<file path="src/sv/bfa_pkg.sv">
// shared constants and types for the best-fit block allocator
package bfa_pkg;

  localparam int MAX_BLOCKS = 16;
  localparam int SIZE_BITS  = 16;

  localparam int IDX_W = (MAX_BLOCKS > 1) ? $clog2(MAX_BLOCKS) : 1;
  localparam int CNT_W = $clog2(MAX_BLOCKS + 1);

  localparam int AMT_W = 16;
  localparam int BLK_W = 5;
  localparam int REM_W = 16;

  localparam logic CMD_LOAD = 1'b0;
  localparam logic CMD_REQ  = 1'b1;

  typedef enum logic [1:0] {
    ST_LOADED = 2'd0,
    ST_ALLOC  = 2'd1,
    ST_NOFIT  = 2'd2,
    ST_FULL   = 2'd3
  } status_e;

  // search beat handed from cell to cell
  typedef struct packed {
    logic                 vld;
    logic [SIZE_BITS-1:0] req;
    logic                 found;
    logic [SIZE_BITS-1:0] best_size;
    logic [IDX_W-1:0]     best_idx;
  } token_t;

  // write broadcast to all cells
  typedef struct packed {
    logic                 we;
    logic [IDX_W-1:0]     idx;
    logic [SIZE_BITS-1:0] data;
  } wr_t;

endpackage

</file>
<file path="src/sv/best_fit_block_allocator.sv">
// Best-fit block allocator. A row of cells holds one block's free size each; a load beat
// (tuser 0) appends a block and returns its number, or reports a full row; a request beat
// (tuser 1) sends a search beat down the row, one cell per cycle, that keeps the smallest
// free size at least the request (lowest block on a tie), then writes the reduced size
// back if a block fits. One item is in work at a time: a load passes S_LOAD; a request
// passes S_SCAN, which waits for the search beat to leave the last cell, then S_DONE.
// S_LOAD and S_DONE write the result register once it is free, and the next beat is taken
// back in S_IDLE. The result register lets the next item be accepted while a result still
// waits to be taken; that item's result then waits until the old one is taken.
module best_fit_block_allocator (
  input  logic        clk_i,
  input  logic        rst_ni,
  input  logic        s_axis_tvalid_i,
  output logic        s_axis_tready_o,
  input  logic [15:0] s_axis_tdata_i,  // [15:0] amount
  input  logic        s_axis_tuser_i,  // [0] cmd
  output logic        m_axis_tvalid_o,
  input  logic        m_axis_tready_i,
  output logic [23:0] m_axis_tdata_o,  // [4:0] block_number, [20:5] remaining, [23:21] zero
  output logic [1:0]  m_axis_tuser_o   // [1:0] status
);

  bfa_pkg::token_t                  chain [bfa_pkg::MAX_BLOCKS+1];
  bfa_pkg::wr_t                     wr;
  logic [bfa_pkg::CNT_W-1:0]        count;
  bfa_pkg::status_e                 status;
  logic [bfa_pkg::BLK_W-1:0]        blk;
  logic [bfa_pkg::REM_W-1:0]        rem;

  bfa_ctrl u_ctrl (
    .clk_i           (clk_i),
    .rst_ni          (rst_ni),
    .s_axis_tvalid_i (s_axis_tvalid_i),
    .s_axis_tready_o (s_axis_tready_o),
    .s_amount_i      (s_axis_tdata_i),
    .s_cmd_i         (s_axis_tuser_i),
    .tok_o           (chain[0]),
    .tok_i           (chain[bfa_pkg::MAX_BLOCKS]),
    .wr_o            (wr),
    .count_o         (count),
    .m_axis_tvalid_o (m_axis_tvalid_o),
    .m_axis_tready_i (m_axis_tready_i),
    .m_status_o      (status),
    .m_block_o       (blk),
    .m_remaining_o   (rem)
  );

  for (genvar i = 0; i < bfa_pkg::MAX_BLOCKS; i++) begin : g_cell
    bfa_cell u_cell (
      .clk_i      (clk_i),
      .rst_ni     (rst_ni),
      .cell_idx_i (bfa_pkg::IDX_W'(i)),
      .count_i    (count),
      .wr_i       (wr),
      .tok_i      (chain[i]),
      .tok_o      (chain[i+1])
    );
  end

  assign m_axis_tdata_o = {3'b000, rem, blk};
  assign m_axis_tuser_o = status;

endmodule

</file>
<file path="src/sv/bfa_cell.sv">
// one table entry: holds a free size and updates the passing search beat
module bfa_cell (
  input  logic                       clk_i,
  input  logic                       rst_ni,
  input  logic [bfa_pkg::IDX_W-1:0]  cell_idx_i,
  input  logic [bfa_pkg::CNT_W-1:0]  count_i,
  input  bfa_pkg::wr_t               wr_i,
  input  bfa_pkg::token_t            tok_i,
  output bfa_pkg::token_t            tok_o
);

  logic [bfa_pkg::SIZE_BITS-1:0] size_q;
  bfa_pkg::token_t               tok_d, tok_q;
  logic                          active, take;

  always_comb begin
    active = bfa_pkg::CNT_W'(cell_idx_i) < count_i;
    // strict compare keeps the lowest block on ties
    take   = active && (size_q >= tok_i.req) &&
             (!tok_i.found || (size_q < tok_i.best_size));
    tok_d  = tok_i;
    if (take) begin
      tok_d.found     = 1'b1;
      tok_d.best_size = size_q;
      tok_d.best_idx  = cell_idx_i;
    end
  end

  always_ff @(posedge clk_i) begin
    if (wr_i.we && (wr_i.idx == cell_idx_i)) begin
      size_q <= wr_i.data;
    end
  end

  always_ff @(posedge clk_i or negedge rst_ni) begin
    if (!rst_ni) begin
      tok_q <= '0;
    end else begin
      tok_q <= tok_d;
    end
  end

  assign tok_o = tok_q;

endmodule

</file>
<file path="src/sv/bfa_ctrl.sv">
// sequencer: block count, search launch, write-back and result register
module bfa_ctrl (
  input  logic                       clk_i,
  input  logic                       rst_ni,
  input  logic                       s_axis_tvalid_i,
  output logic                       s_axis_tready_o,
  input  logic [bfa_pkg::AMT_W-1:0]  s_amount_i,
  input  logic                       s_cmd_i,
  output bfa_pkg::token_t            tok_o,
  input  bfa_pkg::token_t            tok_i,
  output bfa_pkg::wr_t               wr_o,
  output logic [bfa_pkg::CNT_W-1:0]  count_o,
  output logic                       m_axis_tvalid_o,
  input  logic                       m_axis_tready_i,
  output bfa_pkg::status_e           m_status_o,
  output logic [bfa_pkg::BLK_W-1:0]  m_block_o,
  output logic [bfa_pkg::REM_W-1:0]  m_remaining_o
);

  typedef enum logic [1:0] {S_IDLE, S_LOAD, S_SCAN, S_DONE} state_e;

  state_e                         state_q, state_d;
  logic [bfa_pkg::SIZE_BITS-1:0]  amt_q, amt_d;
  logic [bfa_pkg::CNT_W-1:0]      count_q, count_d;
  bfa_pkg::token_t                tok_q, tok_d;
  bfa_pkg::wr_t                   wr_q, wr_d;
  logic                           found_q, found_d;
  logic [bfa_pkg::IDX_W-1:0]      best_idx_q, best_idx_d;
  logic [bfa_pkg::SIZE_BITS-1:0]  best_size_q, best_size_d;
  logic                           out_vld_q, out_vld_d;
  bfa_pkg::status_e               out_st_q, out_st_d;
  logic [bfa_pkg::BLK_W-1:0]      out_blk_q, out_blk_d;
  logic [bfa_pkg::REM_W-1:0]      out_rem_q, out_rem_d;

  logic                           slot_free;
  logic                           in_beat;
  logic [bfa_pkg::SIZE_BITS-1:0]  amt_in;
  logic [bfa_pkg::SIZE_BITS-1:0]  left;
  logic [bfa_pkg::CNT_W-1:0]      blk_alloc;

  assign slot_free = !out_vld_q || m_axis_tready_i;
  assign s_axis_tready_o = (state_q == S_IDLE);
  assign in_beat   = s_axis_tvalid_i && s_axis_tready_o;
  assign amt_in    = bfa_pkg::SIZE_BITS'(s_amount_i);
  assign left      = best_size_q - amt_q;
  assign blk_alloc = bfa_pkg::CNT_W'(best_idx_q) + bfa_pkg::CNT_W'(1);

  always_comb begin
    state_d     = state_q;
    amt_d       = amt_q;
    count_d     = count_q;
    tok_d       = tok_q;
    wr_d        = wr_q;
    found_d     = found_q;
    best_idx_d  = best_idx_q;
    best_size_d = best_size_q;
    out_vld_d   = out_vld_q;
    out_st_d    = out_st_q;
    out_blk_d   = out_blk_q;
    out_rem_d   = out_rem_q;
    tok_d.vld   = 1'b0;
    wr_d.we     = 1'b0;
    if (m_axis_tready_i) begin
      out_vld_d = 1'b0;
    end
    case (state_q)
      S_IDLE: begin
        if (in_beat) begin
          amt_d = amt_in;
          if (s_cmd_i == bfa_pkg::CMD_LOAD) begin
            state_d = S_LOAD;
          end else begin
            tok_d.vld       = 1'b1;
            tok_d.req       = amt_in;
            tok_d.found     = 1'b0;
            tok_d.best_size = '0;
            tok_d.best_idx  = '0;
            state_d         = S_SCAN;
          end
        end
      end
      S_LOAD: begin
        if (slot_free) begin
          out_vld_d = 1'b1;
          out_rem_d = '0;
          if (count_q == bfa_pkg::CNT_W'(bfa_pkg::MAX_BLOCKS)) begin
            out_st_d  = bfa_pkg::ST_FULL;
            out_blk_d = '0;
          end else begin
            wr_d.we   = 1'b1;
            wr_d.idx  = bfa_pkg::IDX_W'(count_q);
            wr_d.data = amt_q;
            count_d   = count_q + bfa_pkg::CNT_W'(1);
            out_st_d  = bfa_pkg::ST_LOADED;
            out_blk_d = bfa_pkg::BLK_W'(count_q + bfa_pkg::CNT_W'(1));
          end
          state_d = S_IDLE;
        end
      end
      S_SCAN: begin
        // wait for the search beat to leave the last cell
        if (tok_i.vld) begin
          found_d     = tok_i.found;
          best_idx_d  = tok_i.best_idx;
          best_size_d = tok_i.best_size;
          state_d     = S_DONE;
        end
      end
      S_DONE: begin
        if (slot_free) begin
          out_vld_d = 1'b1;
          if (found_q) begin
            wr_d.we   = 1'b1;
            wr_d.idx  = best_idx_q;
            wr_d.data = left;
            out_st_d  = bfa_pkg::ST_ALLOC;
            out_blk_d = bfa_pkg::BLK_W'(blk_alloc);
            out_rem_d = bfa_pkg::REM_W'(left);
          end else begin
            out_st_d  = bfa_pkg::ST_NOFIT;
            out_blk_d = '0;
            out_rem_d = '0;
          end
          state_d = S_IDLE;
        end
      end
      default: begin
        state_d = S_IDLE;
      end
    endcase
  end

  always_ff @(posedge clk_i or negedge rst_ni) begin
    if (!rst_ni) begin
      state_q     <= S_IDLE;
      count_q     <= '0;
      tok_q       <= '0;
      wr_q        <= '0;
      out_vld_q   <= 1'b0;
      out_st_q    <= bfa_pkg::ST_LOADED;
      out_blk_q   <= '0;
      out_rem_q   <= '0;
      amt_q       <= '0;
      found_q     <= 1'b0;
      best_idx_q  <= '0;
      best_size_q <= '0;
    end else begin
      state_q     <= state_d;
      count_q     <= count_d;
      tok_q       <= tok_d;
      wr_q        <= wr_d;
      out_vld_q   <= out_vld_d;
      out_st_q    <= out_st_d;
      out_blk_q   <= out_blk_d;
      out_rem_q   <= out_rem_d;
      amt_q       <= amt_d;
      found_q     <= found_d;
      best_idx_q  <= best_idx_d;
      best_size_q <= best_size_d;
    end
  end

  assign tok_o           = tok_q;
  assign wr_o            = wr_q;
  assign count_o         = count_q;
  assign m_axis_tvalid_o = out_vld_q;
  assign m_status_o      = out_st_q;
  assign m_block_o       = out_blk_q;
  assign m_remaining_o   = out_rem_q;

endmodule

</file>
<file path="config.mk">
export PLATFORM = sky130hd
export DESIGN_NAME = best_fit_block_allocator
export DESIGN_NICKNAME = d
export VERILOG_FILES = /design/src/sv/bfa_pkg.sv /design/src/sv/best_fit_block_allocator.sv /design/src/sv/bfa_cell.sv /design/src/sv/bfa_ctrl.sv
export SDC_FILE = /design/constraint.sdc
export NUM_CORES = 2
export LEC_CHECK = 0
export BUFFER_PORTS_ARGS = -buffer_cell sky130_fd_sc_hd__buf_4
export CORE_UTILIZATION = 68
export CTS_CLUSTER_DIAMETER = 100
export DETAILED_ROUTE_END_ITERATION = 8
export PLACE_DENSITY = 0.89
export SYNTH_ARGS = -nofsm -noshare
export SYNTH_HDL_FRONTEND = slang
export SYNTH_SLANG_ARGS = --single-unit
</file>
<file path="constraint.sdc">
create_clock -name clk_i -period 5.3 [get_ports clk_i]
set_input_delay 0.53 -clock clk_i [delete_from_list [all_inputs] [get_ports clk_i]]
set_output_delay 0.53 -clock clk_i [all_outputs]
set_load 0.05 [all_outputs]
</file>
==> out/results.ini <==
[min_path]
min_path_cells=3
hold_start=s_axis_tdata_i[12]
hp-class=in -> reg
hold_path_end=u_ctrl.tok_o[33]$_DFFE_PN0P_

[logic_synthesis]
avgSynthCellArea_um2=12.6
synthArstFlopShare=0.727
ys_seq_elements=939
synth_cell_types=70
yosysTopAreaCell=dfrtp_1
yosys_warnings=0
synthTopCellsByArea=dfrtp_1 40%, edfxtp_1 18%, ha_1 15%, mux2_2 6.7%, inv_1 4.5%
synth_edf_count=256
synthTopCellsByCount=683 x dfrtp_1, 515 x inv_1, 500 x ha_1
synth-seq-area-share=0.582
netlist_area_um2=42500
synth_ff_type=dfrtp_1
synth_top_cell_area_share=0.402
synth_cells=3378
synth.most_common_cell=dfrtp_1

[timing]
rsz0062_at_grt=false
worstMarginPinSlew_ns=1.33
relSlewSlack=0.117
min_period_over_period=0.666
maxSlewViolCount=0
fin_crit_ns=3.53
finalHoldViolations=0
finalSetupViolCount=0
setup_tns_ns=0
max_freq_mhz=283
fin_skew_ns=0.0265

[critical_path]
r2r-end=g_cell[2].u_cell.tok_o[6]$_DFF_PN0_
cp_data_arrival_time_ns=4.07
critPathCaptureType=flip-flop
crit_type=reg -> reg
reg2reg_depth=8
cp-start-kind=flip-flop
regToRegSetupSlack_ns=1.77
critPathMaxFanout=18
cp.required_ns=5.84
reg2reg_from=g_cell[2].u_cell.size_q[6]$_DFFE_PP_

[floorplan]
num_rows=91
die-area_um2=63600
initial_utilization=0.689
die-width_um=252
io_pins=49
die_h_um=252
core_um2=61700

[detailed_routing]
route.detailed.drc=0
wl_per_cell_um=23.5
ant_nets=0
routed_via_density=6.18
drt_iter0_markers=1995
vias=27300
drt-total-wl_um=104000
drtPass1Iterations=7

[power]
p_total_uw=28900
leakage_uw=0.0222
vdd_drop_max_uv=368
power_density_nw_per_um2=614

[final_layout]
drive_gt1_frac=0.152
final_util=0.764
nNetsFinal=4018
antennaDiodeCount=0
synthToLayoutAreaGrowth_pct=10.9

[global_route]
grt_antenna_before_repair=3
grt_max_degree=138
grt.overflow.total=0
grt.total_usage=0.336
grt_pass1_wl_um=161000
grt_pass1_vias=29200

[run]
cap_violations=0

[clock_network]
cts_num_sinks=939
h-tree-depth=3
cts_tree=done
cts_resized=0
cts_inserted_buffers=92
clk_path_buf_depth=3
cts_root_buf=clkbuf_16
clk_transition_reported_paths_ns=0.06
clock_latency_ns=0.67

[outcome]
status=complete, no violations

[placed_design]
place_congestion=0.923
hpwlAfterDp_um=70100
port_buffers=45

==> what timing repair did <==
| item | CTS | global route |
|---|---|---|
| hold buffers | 1 | 0 |
| endpoints found under the setup margin | 0 | 0 |
| buffers inserted | 0 | 0 |
| hold endpoints to repair | 61 | 0 |
==> worst max-delay path by stage <==
stage / cells after the start / end / from / slack (ns)
finish: 8 / g_cell[2].u_cell.tok_o[6]$_DFF_PN0_ / g_cell[2].u_cell.size_q[6]$_DFFE_PP_ / 1.77
global route: 8 / g_cell[2].u_cell.tok_o[8]$_DFF_PN0_ / g_cell[2].u_cell.size_q[6]$_DFFE_PP_ / 1.54
CTS: 9 / g_cell[12].u_cell.tok_o[9]$_DFF_PN0_ / g_cell[11].u_cell.tok_o[23]$_DFF_PN0_ / 1.80
detailed placement: 8 / g_cell[2].u_cell.tok_o[6]$_DFF_PN0_ / g_cell[2].u_cell.size_q[6]$_DFFE_PP_ / 1.82
global placement: 8 / g_cell[2].u_cell.tok_o[10]$_DFF_PN0_ / g_cell[2].u_cell.size_q[6]$_DFFE_PP_ / 1.94
floorplan: 9 / g_cell[2].u_cell.tok_o[12]$_DFF_PN0_ / g_cell[2].u_cell.size_q[6]$_DFFE_PP_ / 2.51
==> power by group <==
group | leakage [uW] | switching, uW | internal (uW)
Clock | 0.00151 | 2850 | 3790
Sequential | 0.0108 | 2290 | 10300
Combinational | 0.00987 | 5570 | 4190
Total | 0.0222 | 10700 | 18200
==> cells by family (layout without fill, tap and decap cells) <==
logic type                 Yosys count  count (layout)  share of synthesized area
muxes                              266             266                     0.0710
adders and majority gates          501             501                      0.148
and+or+nand+nor                    552             552                     0.0644
DFF                                939             939                      0.582
xor gates and xnor gates            18              18                    0.00403
AOI/OAI and AO/OA                  529             529                     0.0791
other                                1               3                  0.0000881
buffers and inverters              572             768                     0.0514
==> sequential cells by signal (all words and copies together), names as in the netlist <==
signal	cells
u_ctrl.best_idx_q	4
u_ctrl.m_axis_tvalid_o	1
u_ctrl.count_o	5
u_ctrl.amt_q	16
g_cell.u_cell.tok_o	577
u_ctrl.state_q	2
u_ctrl.m_block_o	5
u_ctrl.tok_o	17
u_ctrl.wr_o	21
u_ctrl.m_remaining_o	16
u_ctrl.best_size_q	16
u_ctrl.found_q	1
g_cell.u_cell.size_q	256
u_ctrl.m_status_o	2
==> per-stage QoR <==
stage	hold WS (ns)	std cells	area, um2	setup slack, ns
2_1_floorplan	0.234	3380	42600	2.51
3_3_place_gp	0.332	4238	44100	1.94
3_5_place_dp	0.336	4238	44100	1.82
4_1_cts	0.0669	4413	47200	1.80
5_1_grt	0.0774	4413	47200	1.54
6_report	0.0890	4413	47200	1.77
==> metal layers <==
| metal | track usage | routed length, um |
|---|---|---|
| met4 | 0.179 | 6170 |
| met5 | 0 | 42 |
| met3 | 0.0825 | 7910 |
| met1 | 0.389 | 37400 |
| met2 | 0.578 | 52400 |
==> area by class of cell <==
class	instances	area, um2
inverter	515	1930
tap	837	1050
timing repair buffer	79	653
sequential	939	24800
clock inverter	45	472
multi-input combinational	1869	15700
clock buffer	129	2630
fill	3422	14500
==> critical path, cell delays in order, from the launching register on <==
cell and delay [ns]:
edfxtp_1 0.44, ha_1 0.34, a21o_1 0.19, a2111oi_1 0.39
nor3_1 0.11, a2111oi_2 0.32, o21ai_1 0.16, a221oi_4 1.02
mux2_2 0.43
==> layout by cell type (no fill, tap or decap), drive strengths merged, types with 13 or more instances in the layout <==
cell,n
edfxtp,256
clkinv,29
a211oi,36
nor2,94
nor3,28
inv,519
dfrtp,683
nand4,30
or2,31
mux2,263
clkbuf,129
a2111oi,13
buf,78
o21ai,135
and2,27
nor2b,31
a31oi,21
ha,500
nand3,46
nand2b,43
a21oi,152
a211o,19
nand2,171
a21o,54
Note: power is estimated with default switching activity, not from simulation.
